<file path="src/hdl/estg_pkg.sv">
// Shared types, constants and the sine table for the enveloped sine tone generator.
package estg_pkg;

  localparam int unsigned PhaseW  = 4;
  localparam int unsigned CyclesW = 16;
  localparam int unsigned EnvW    = 15;
  localparam int unsigned DacW    = 8;

  // Item function codes
  localparam logic FuncTick = 1'b0;
  localparam logic FuncLoad = 1'b1;

  localparam logic [PhaseW-1:0] LastPhase   = 4'd15;
  localparam logic [EnvW-1:0]   EnvMax      = 15'd32767;
  localparam logic [EnvW-1:0]   DecayReset  = 15'd37;
  localparam logic [DacW-1:0]   DacMid      = 8'h80;

  typedef struct packed {
    logic               func;
    logic [CyclesW-1:0] note_cycles;
    logic [EnvW-1:0]    start_envelope;
  } in_item_t;

  typedef struct packed {
    logic [DacW-1:0] dac_sample;
    logic            note_active;
  } out_item_t;

  // One full sine cycle, signed, peak 126.
  function automatic logic signed [7:0] sine_entry(input logic [PhaseW-1:0] idx);
    logic signed [7:0] val;
    case (idx)
      4'd0:    val = 8'sd48;
      4'd1:    val = 8'sd89;
      4'd2:    val = 8'sd116;
      4'd3:    val = 8'sd126;
      4'd4:    val = 8'sd116;
      4'd5:    val = 8'sd89;
      4'd6:    val = 8'sd48;
      4'd7:    val = 8'sd0;
      4'd8:    val = -8'sd48;
      4'd9:    val = -8'sd89;
      4'd10:   val = -8'sd116;
      4'd11:   val = -8'sd126;
      4'd12:   val = -8'sd116;
      4'd13:   val = -8'sd89;
      4'd14:   val = -8'sd48;
      default: val = 8'sd0;
    endcase
    return val;
  endfunction

endpackage

</file>
<file path="src/hdl/estg_sample.sv">
// Sample datapath: table lookup, envelope scaling and offset to DAC code.
module estg_sample import estg_pkg::*; (
  input  logic [PhaseW-1:0] phase_i,
  input  logic [EnvW-1:0]   envelope_i,
  output logic [DacW-1:0]   dac_sample_o
);

  logic signed [7:0]  entry;
  logic signed [7:0]  env_hi;
  logic signed [15:0] prod;
  logic signed [15:0] scaled;

  assign entry  = sine_entry(phase_i);
  // top seven envelope bits, never negative
  assign env_hi = signed'({1'b0, envelope_i[EnvW-1:EnvW-7]});
  assign prod   = 16'(entry * env_hi);
  // arithmetic shift floors toward minus infinity
  assign scaled = prod >>> 7;
  assign dac_sample_o = scaled[DacW-1:0] + DacMid;

endmodule

</file>
<file path="src/hdl/estg_state.sv">
// Note state: phase, remaining cycles and envelope, with their update rules.
module estg_state import estg_pkg::*; (
  input  logic              clk_i,
  input  logic              rst_ni,
  input  logic              advance_i,
  input  in_item_t          item_i,
  input  logic [EnvW-1:0]   decay_step_i,
  output logic [PhaseW-1:0] phase_o,
  output logic [EnvW-1:0]   envelope_o,
  output logic              note_active_o
);

  logic [PhaseW-1:0]  phase_q, phase_d;
  logic [CyclesW-1:0] cycles_q, cycles_d;
  logic [EnvW-1:0]    env_q, env_d;

  always_comb begin
    phase_d  = phase_q;
    cycles_d = cycles_q;
    env_d    = env_q;
    if (item_i.func == FuncLoad) begin
      cycles_d = item_i.note_cycles;
      env_d    = item_i.start_envelope;
    end else if (phase_q != LastPhase) begin
      phase_d = phase_q + 4'd1;
    end else if (cycles_q != '0) begin
      phase_d  = '0;
      cycles_d = cycles_q - 16'd1;
      if (env_q > decay_step_i) begin
        env_d = env_q - decay_step_i;
      end
    end
  end

  always_ff @(posedge clk_i or negedge rst_ni) begin
    if (!rst_ni) begin
      phase_q  <= LastPhase;
      cycles_q <= '0;
      env_q    <= EnvMax;
    end else if (advance_i) begin
      phase_q  <= phase_d;
      cycles_q <= cycles_d;
      env_q    <= env_d;
    end
  end

  assign phase_o       = phase_q;
  assign envelope_o    = env_q;
  assign note_active_o = (cycles_d != '0);

endmodule

</file>
<file path="src/hdl/enveloped_sine_tone_generator_unit.sv">
// Top level of the enveloped sine tone generator.
//
// Each accepted item is either a sample tick or a note load. A tick produces
// one result: an 8-bit offset-binary DAC sample taken from a 16-step signed
// sine table, scaled by the top seven envelope bits (floor of product / 128,
// plus 128), and a flag telling whether cycles remain after this tick. The
// phase moves to the next table step on each tick; at the end of a
// cycle with cycles left, a new cycle starts, the count drops and the
// envelope falls by decay_step unless it is already at or below the step;
// with no cycles left the phase stays on the last step. A load sets the
// remaining cycle count and the envelope and produces no result; the phase
// is kept, so a note loaded mid-cycle first finishes that cycle. Items pass
// through an input register and a result register, so the result of a tick
// is written to the result register as the tick leaves the input register,
// and one item can be accepted every cycle while the result side keeps up.
// A tick waits in the input register while the result register is full and
// not being taken, so in_ready_o follows out_ready_i combinationally in that
// case; a load never waits on the result side. decay_step resets to 37 and
// may be written through cfg_we_i / cfg_wdata_i while no item is in flight.
module enveloped_sine_tone_generator_unit import estg_pkg::*; (
  input  logic            clk_i,
  input  logic            rst_ni,
  input  logic            cfg_we_i,
  input  logic [EnvW-1:0] cfg_wdata_i,
  input  logic            in_valid_i,
  output logic            in_ready_o,
  input  in_item_t        in_item_i,
  output logic            out_valid_o,
  input  logic            out_ready_i,
  output out_item_t       out_item_o
);

  logic [EnvW-1:0] decay_step_q;

  logic      s1_valid_q;
  in_item_t  s1_item_q;
  logic      out_valid_q;
  out_item_t out_item_q;

  logic              out_free;
  logic              s1_adv;
  logic              s1_tick;
  logic [PhaseW-1:0] phase;
  logic [EnvW-1:0]   envelope;
  logic              note_active;
  logic [DacW-1:0]   dac_sample;

  // Decay step register
  always_ff @(posedge clk_i or negedge rst_ni) begin
    if (!rst_ni) begin
      decay_step_q <= DecayReset;
    end else if (cfg_we_i) begin
      decay_step_q <= cfg_wdata_i;
    end
  end

  // The result register can take a new result when empty or being drained.
  assign out_free = !out_valid_q || out_ready_i;
  assign s1_tick  = (s1_item_q.func == FuncTick);
  // A load never needs the result side; a tick waits for a free result slot.
  assign s1_adv     = s1_valid_q && (!s1_tick || out_free);
  assign in_ready_o = !s1_valid_q || s1_adv;

  // Input register: hold the item until its work is done.
  always_ff @(posedge clk_i or negedge rst_ni) begin
    if (!rst_ni) begin
      s1_valid_q <= 1'b0;
    end else if (in_ready_o) begin
      s1_valid_q <= in_valid_i;
    end
  end

  always_ff @(posedge clk_i) begin
    if (in_valid_i && in_ready_o) begin
      s1_item_q <= in_item_i;
    end
  end

  estg_state u_state (
    .clk_i         (clk_i),
    .rst_ni        (rst_ni),
    .advance_i     (s1_adv),
    .item_i        (s1_item_q),
    .decay_step_i  (decay_step_q),
    .phase_o       (phase),
    .envelope_o    (envelope),
    .note_active_o (note_active)
  );

  // Sample uses the phase and envelope before this tick's update.
  estg_sample u_sample (
    .phase_i      (phase),
    .envelope_i   (envelope),
    .dac_sample_o (dac_sample)
  );

  // Result register: load on a tick, drop once taken.
  always_ff @(posedge clk_i or negedge rst_ni) begin
    if (!rst_ni) begin
      out_valid_q <= 1'b0;
    end else if (s1_adv && s1_tick) begin
      out_valid_q <= 1'b1;
    end else if (out_ready_i) begin
      out_valid_q <= 1'b0;
    end
  end

  always_ff @(posedge clk_i) begin
    if (s1_adv && s1_tick) begin
      out_item_q.dac_sample  <= dac_sample;
      out_item_q.note_active <= note_active;
    end
  end

  assign out_valid_o = out_valid_q;
  assign out_item_o  = out_item_q;

endmodule
</file>
<file path="config.mk">
export PLATFORM = sky130hd
export DESIGN_NAME = enveloped_sine_tone_generator_unit
export DESIGN_NICKNAME = d
export VERILOG_FILES = /design/src/hdl/estg_pkg.sv /design/src/hdl/estg_sample.sv /design/src/hdl/estg_state.sv /design/src/hdl/enveloped_sine_tone_generator_unit.sv
export SDC_FILE = /design/constraint.sdc
export NUM_CORES = 1
export LEC_CHECK = 0
export ABC_AREA = 1
export ABC_CLOCK_PERIOD_IN_PS = 5600
export BUFFER_PORTS_ARGS = -buffer_cell sky130_fd_sc_hd__buf_2
export CAP_MARGIN = 30
export CORE_AREA = 5 5 118 120
export CTS_CLUSTER_DIAMETER = 150
export DETAILED_ROUTE_END_ITERATION = 10
export DIE_AREA = 0 0 123 125
export MAX_ROUTING_LAYER = met4
export PLACE_DENSITY = 0.9
export SLEW_MARGIN = 20
export SYNTH_ARGS = -nofsm -noshare
export SYNTH_HDL_FRONTEND = slang
export SYNTH_SLANG_ARGS = --single-unit
</file>
<file path="constraint.sdc">
create_clock -name clk_i -period 5.6 [get_ports clk_i]
set_input_delay 0.56 -clock clk_i [delete_from_list [all_inputs] [get_ports clk_i]]
set_output_delay 0.56 -clock clk_i [all_outputs]
set_load 0.005 [all_outputs]
</file>
## Word-level counts from Yosys, hierarchy flattened

Memories as Yosys holds them, arrays and structs flattened.
Cells that the tools add are included.

| storage, ports and cells | value |
|---|---|
| word-level logic and storage cells | 48 |
| register bits | 93 |
| input bits | 52 |
| memories kept | 1 |
| memory bits (read-only) | 128 |
| output and inout port bits | 11 |

| cells by class | value |
|---|---|
| reductions and logical operators | 16 |
| magnitude comparators | 1 |
| multipliers | 1 |
| add/subtract/negate cells | 4 |
| equal/unequal tests | 2 |
| muxes and demuxes | 11 |
| bitwise logic cells | 1 |

Memories:

| name | depth | width | read ports | clocked after Yosys merged registers in | wr ports | RTL line | text |
|---|---|---|---|---|---|---|---|
| (name not given) | 16 | 8 | 1 | 0 | 0 | estg_pkg.sv:32 | `case (idx)` |

Operators with widths:

| cell | number |
|---|---|
| $mux W15 | 4 |
| $mux W16 | 3 |
| $reduce_bool A16 Y1 | 2 |
| $sub A16 B1 Y16 const B | 1 |
| $gt A15 B15 Y1 | 1 |
| $mul A8 B8 Y15 | 1 |
| $sub A15 B15 Y15 | 1 |
| $add A8 B8 Y8 const B | 1 |
| $mux W4 | 2 |
| $reduce_bool A2 Y1 | 4 |
| $add A4 B1 Y4 const B | 1 |
| $ne A4 B4 Y1 const B | 1 |
| $reduce_and A4 Y1 | 1 |
| $logic_and A1 B1 Y1 | 3 |
| $logic_or A1 B1 Y1 | 3 |
| $reduce_and A3 Y1 | 1 |
| $logic_not A1 Y1 | 2 |
| $mux W1 | 2 |
| $ne A2 B2 Y1 const B | 1 |
| $not A1 Y1 | 1 |

## Depth between registers and ports, before layout

| depth | value |
|---|---|
| depth after elaboration | 6 |
| depth in mapped cells | 25 |
| gate-level depth less buffers | 24 |

## Hierarchy

Synthesis repeated with hierarchy kept, for this count alone.

| unflattened totals | value |
|---|---|
| cell total of the unflattened synthesis | 957 |
| area total of the unflattened synthesis | 7699.9 µm² |

By module, submodules not included:

| module | area an instance (µm²) | sequential area each (µm²) | instances | cells an instance |
|---|---|---|---|---|
| estg_state | 3380.7 | 899.6 | 1 | 509 |
| estg_sample | 2394.8 | 0.0 | 1 | 327 |
| enveloped_sine_tone_generator_unit | 1924.3 | 1660.3 | 1 | 121 |

## Worst setup path before layout

No wires, ideal clock.

| timing | value |
|---|---|
| path kind | flip-flop to flip-flop |
| from | reg u_state.phase_q[1], in the netlist u_state.phase_o[1] |
| to | reg out_item_q (netlist bit out_item_o[8]), data pin |
| slack | 0.654 ns |
| period minus slack after synthesis | 4.946 ns |
| data arrival time | 4.694 ns |
| path buffers | 1 |
| data required time | 5.348 ns |
| cell stages (with the launch flop) | 24 |
| setup time | 0.252 ns |
| cell sequence | dfstp_2 -> inv_1 -> ha_1 -> buf_2 -> nand2_1 -> o21a_1 -> nand2_1 -> nand2_1 -> nor2_1 -> fa_1 -> inv_1 -> fa_1 -> inv_1 -> fa_1 -> inv_1 -> fa_1 -> inv_1 -> ha_1 -> a21oi_1 -> o21ai_0 -> a221oi_1 -> nand2_1 -> nand2_1 -> nand2_1 |

| between the ends | value |
|---|---|
| longest elaborated chain between the ends | 3 |

Ends and longest elaborated chain:

| item | RTL line | text |
|---|---|---|
| start: declaration | estg_state.sv:13 | `logic [PhaseW-1:0] phase_q, phase_d;` |
| start signal: assignment | estg_state.sv:37 | `phase_q <= LastPhase;` |
| start signal: assignment | estg_state.sv:41 | `phase_q <= phase_d;` |
| $mem_v2 Z16 W8 | - |  |
| $mul A8 B8 Y15 | estg_sample.sv:16 | `assign prod = 16'(entry * env_hi);` |
| $add A8 B8 Y8 | estg_sample.sv:19 | `assign dac_sample_o = scaled[DacW-1:0] + DacMid;` |
| net dac_sample[7] | enveloped_sine_tone_generator_unit.sv:46 | `logic [DacW-1:0] dac_sample;` |
| end: declaration | enveloped_sine_tone_generator_unit.sv:38 | `out_item_t out_item_q;` |

The timed path passes the listed nets, and every way through them passes these cells.
A chain may end at the register's enable or synchronous reset.

## Worst setup path in the final report

| timing | value |
|---|---|
| from | reg u_state.phase_q[0], in the netlist u_state.phase_o[0] |
| to | reg out_item_q (netlist bit out_item_o[8]), data pin |

Same word-level chain as after synthesis.

==> impl.org <==
** Detailed routing
- Routed Antenna Nets :: 0
- Post-DR vias/cell :: 5.29
- The final layout contains routed wiring with a total length of 16500 µm.
- Drt drc :: 0
- After detailed routing, the average wire length per cell comes to 13.8 µm.
- After the first detailed-routing iteration, the DRC count stood at 570.
- The first TritonRoute pass finished after 5 iterations.
- The routed layout has 6297 vias.

** Die
- The die is 123 µm wide.
- Initial Util :: 58.7%
- Number of cell rows :: 42
- Number of placed I/O pins :: 63
- The floorplan step defined a die boundary enclosing 0.0154 mm².
- In this run the standard cell core region covers 0.0129 mm².
- Floorplan die height :: 125 µm

** Synth
- For this run, the leading register cell type out of synthesis is edfxtp_1.
- #FFs+latches synth :: 93
- Counting every instance in the synthesized netlist gives 952.
- Synth Area per Inst :: 7.94 µm²
- Fraction of registers with async set/reset :: 55.9%
- Share of the yosys chip area belonging to registers :: 33.9%
- Yosys mapped a number of flops with a built-in enable equal to 41.
- Yosys cell types :: 46
- Warning count from the yosys run :: 0
- Post-synthesis net count :: 1100
- Summing every instance area after synthesis gives 0.00756 mm².

** Critical path
- The critical path goes through inv_1 > ha_1 > nor2_1 > o211ai_1 > o21ai_0 > buf_4 > inv_1 > nand2_1 > fa_1 > inv_1 > fa_1 > fa_1 > inv_1 > fa_1 > inv_1 > ha_1 > a21oi_1 > o21ai_1 > a221oi_2 > nand2_1 > nand2_1 > nand2_1.
- The worst register-to-register path ends at out_item_o[8].
- For the worst setup path, the data required time is 5.71 ns.
- Worst setup path class :: reg2reg
- The startpoint identified for the worst register-to-register timing path is u_state.phase_o[0].
- In this run the worst setup path terminates at out_item_o[8].
- The cell family contributing the most delay on the critical path is adder cells.
- Max incr delay on CP :: 0.59 ns
- Data arrival time of the critical path :: 5.34 ns
- Worst Reg-to-Reg Cells :: 22
- Count of buffering cells on the critical path with inverters included :: 6
- Crit path launch :: u_state.phase_o[0]
- Worst R2R Setup Slack :: 0.36 ns
- The worst setup path is launched from a register.
- Crit path depth :: 22
- The worst setup path is captured at a register.
- Crit-path max FO :: 7
- The most numerous cell type found on the critical path is inv_1.
- Standard cell with the maximum stage delay on the critical path :: dfstp_2

** Timing
- The worst pin sits at a relative slew slack of 47.0%.
- Min Clock Period, post-route :: 5.24 ns
- Final period util :: 93.5%
- Setup TNS :: 0 ns
- The number of hold-slack violations in the final timing report is 0.
- For the pin with the worst max-slew slack, the measured transition is 0.795 ns.
- Setup violations remaining at the end of the flow were counted as 0.
- RSZ-0062 raised after global routing :: false
- Max-slew violation count :: 0
- Achievable frequency :: 191 MHz
- Worst Clk Skew :: 0.0117 ns

** Global route
- The first global-routing pass estimated 28000 µm of wire.
- Number of global-route vias before repair :: 6215
- Largest net degree at the start of global routing :: 53
- Congestion Overflow GR :: 0
- In the global route stage, overall resource usage came out at 23.1%.
- The initial antenna violation count was 0.

** Cells and area
- Synth-to-layout area growth :: 10.0%
- Cells with a size suffix above 1 make up 15.0% of the layout.
- The number of antenna diodes in the final layout is 0.
- Number of nets at the end of the flow :: 1158

** Clock tree
- The clock passes through at most 2 buffers.
- Clock root cell :: clkbuf_16
- TritonCTS built the clock tree.
- CTS Buf Count :: 9
- The number of hold buffers added after CTS was 0.
- The clock tree synthesis step divided the H-tree into 3 levels.
- For the worst-skew pair, the clock arrives at the later sink with an insertion delay of 0.36 ns.
- Clock-pin slew on the worst setup and hold paths :: 0.07 ns
- # clock sinks :: 93

** Placement
- Weighted congestion at the end of routability-driven global placement :: 0.961
- Half-perimeter wire length of the detailed placement result :: 12400 µm
- IO buf count :: 62

** Outcome
- The flow ran to the end, and the final reports show no timing, DRC or antenna violations.

** Job
- Max-capacitance violation count :: 0

** Hold path
- The min-delay analysis places its worst path in the category in2async.
[layout make-up]
type	count	area, µm²
Clock inverter	4	50.0
Inverter	159	597
Tap cell	176	220
Timing Repair Buffer	67	348
Clock buffer	12	236
Multi-Input combinational cell	680	4310
Sequential cell	93	2560
Fill cell	1044	4560
[kinds of logic (layout without fill, tap and decap cells)]
kind of cell / after synthesis / after routing / synth area share [%]
AO/OA/AOI/OAI: 103 / 103 / 7.78
XOR/XNOR: 18 / 18 / 2.09
adder cells (fa/ha/maj): 96 / 96 / 20.3
buffers and inverters: 179 / 242 / 9.50
flip-flops: 93 / 93 / 33.9
multiplexers: 6 / 6 / 0.811
AND/OR/NAND/NOR: 457 / 457 / 25.7
[how the worst min path moves through the flow]
| stage | cells after the start | start | slack, ns | end |
|---|---|---|---|---|
| floorplan | 0 | rst_ni | 0.26 | decay_step_q[10] |
| global placement | 2 | u_state.envelope_o[7] | 0.46 | u_state.envelope_o[7] |
| detailed placement | 2 | u_state.envelope_o[4] | 0.47 | u_state.envelope_o[4] |
| CTS | 2 | rst_ni | 0.36 | decay_step_q[3] |
| global route | 1 | in_item_i[7] | 0.38 | s1_item_q[7] |
| finish | 2 | rst_ni | 0.34 | decay_step_q[3] |
[cells in the mapped netlist, types with 2 or more instances]
master | count | area (µm²)
o21ai_1 | 2 | 10.0
buf_4 | 2 | 15.0
dfrtp_1 | 30 | 751
dfstp_2 | 22 | 578
mux2i_1 | 5 | 50.1
buf_1 | 2 | 7.51
o22ai_1 | 2 | 12.5
nand3b_1 | 5 | 37.5
xnor2_1 | 8 | 70.1
nand2_2 | 8 | 50.1
nand2_1 | 261 | 980
a221oi_1 | 2 | 17.5
a31oi_1 | 4 | 25.0
o21ai_2 | 10 | 87.6
ha_1 | 52 | 651
nor2_1 | 90 | 338
o21bai_1 | 2 | 15.0
a21oi_1 | 24 | 120
nand4_1 | 7 | 43.8
a21o_1 | 2 | 15.0
nand3_1 | 59 | 295
inv_2 | 4 | 15.0
or2_2 | 11 | 68.8
nor3_1 | 3 | 15.0
inv_1 | 154 | 578
o21ai_0 | 51 | 255
clkbuf_1 | 8 | 30.0
o211ai_1 | 2 | 15.0
edfxtp_1 | 41 | 1230
nor2_2 | 4 | 25.0
nand2_4 | 3 | 33.8
buf_6 | 3 | 33.8
xor2_1 | 10 | 87.6
fa_1 | 44 | 881
buf_2 | 4 | 20.0
[sequential cells by signal (all words and copies together), names as in the netlist]
| signal | flops |
|---|---|
| out_item_o | 9 |
| s1_item_q | 32 |
| s1_valid_q | 1 |
| out_valid_o | 1 |
| u_state.phase_o | 4 |
| u_state.cycles_q | 16 |
| u_state.envelope_o | 15 |
| decay_step_q | 15 |
[worst reg2reg max path, cell delays in order (launching register included)]
cell,delay (ns)
dfstp_2,0.59
inv_1,0.13
ha_1,0.24
nor2_1,0.22
o211ai_1,0.14
o21ai_0,0.09
buf_4,0.16
inv_1,0.05
nand2_1,0.08
fa_1,0.42
inv_1,0.08
fa_1,0.43
fa_1,0.54
inv_1,0.05
fa_1,0.52
inv_1,0.04
ha_1,0.34
a21oi_1,0.23
o21ai_1,0.16
a221oi_2,0.27
nand2_1,0.09
nand2_1,0.06
nand2_1,0.05
[per-stage QoR]
step / util, % / hold slack [ns] / cell area, µm² / cells / setup WS [ns]
2_1_floorplan: - / 0.264 / 7560 / 952 / 0.654
3_3_place_gp: 62.2 / 0.457 / 8000 / 1174 / 0.469
3_5_place_dp: 62.2 / 0.468 / 8000 / 1174 / 0.276
4_1_cts: 64.4 / 0.359 / 8290 / 1190 / 0.213
5_1_grt: 64.6 / 0.379 / 8320 / 1191 / 0.0144
6_report: 64.6 / 0.341 / 8320 / 1191 / 0.362
[per-layer routing]
metal | up-vias | share of wire, % | GRT usage (%)
li1 | 3118 | - | -
met4 | 0 | 2.3 | 8.99
met1 | 2958 | 44 | 29.6
met5 | - | 0 | -
met3 | 29 | 4.7 | 2.30
met2 | 192 | 49 | 38.0
[layout by cell type (no fill, tap or decap), types with 2 or more instances in the layout]
cell type / Yosys / final
nand2_1: 261 / 261
inv_1: 154 / 154
nor2_1: 90 / 87
buf_2: 4 / 62
nand3_1: 59 / 59
ha_1: 52 / 51
o21ai_0: 51 / 50
fa_1: 44 / 44
edfxtp_1: 41 / 41
dfrtp_1: 30 / 30
a21oi_1: 24 / 23
dfstp_2: 22 / 22
o21ai_2: 10 / 11
or2_2: 11 / 11
xor2_1: 10 / 10
clkbuf_16: 0 / 9
xnor2_1: 8 / 8
nand2_2: 8 / 8
nor2_2: 4 / 7
nand4_1: 7 / 7
nand3b_1: 5 / 5
mux2i_1: 5 / 5
buf_4: 2 / 5
inv_2: 4 / 4
a31oi_1: 4 / 4
nor3_1: 3 / 3
nand2_4: 3 / 3
clkbuf_1: 8 / 3
clkinv_1: 1 / 2
o211ai_1: 2 / 2
o21bai_1: 2 / 2
o21ai_1: 2 / 2
a21o_1: 2 / 2
o22ai_1: 2 / 2
[what timing repair did]
action	in CTS	in global routing
setup endpoints to repair	0	2
resized for setup	0	7
buffers inserted	0	1
Power is left out: the tool's default activity adds up to more than one toggle a clock period on the data nets, which glitch-free logic cannot reach.
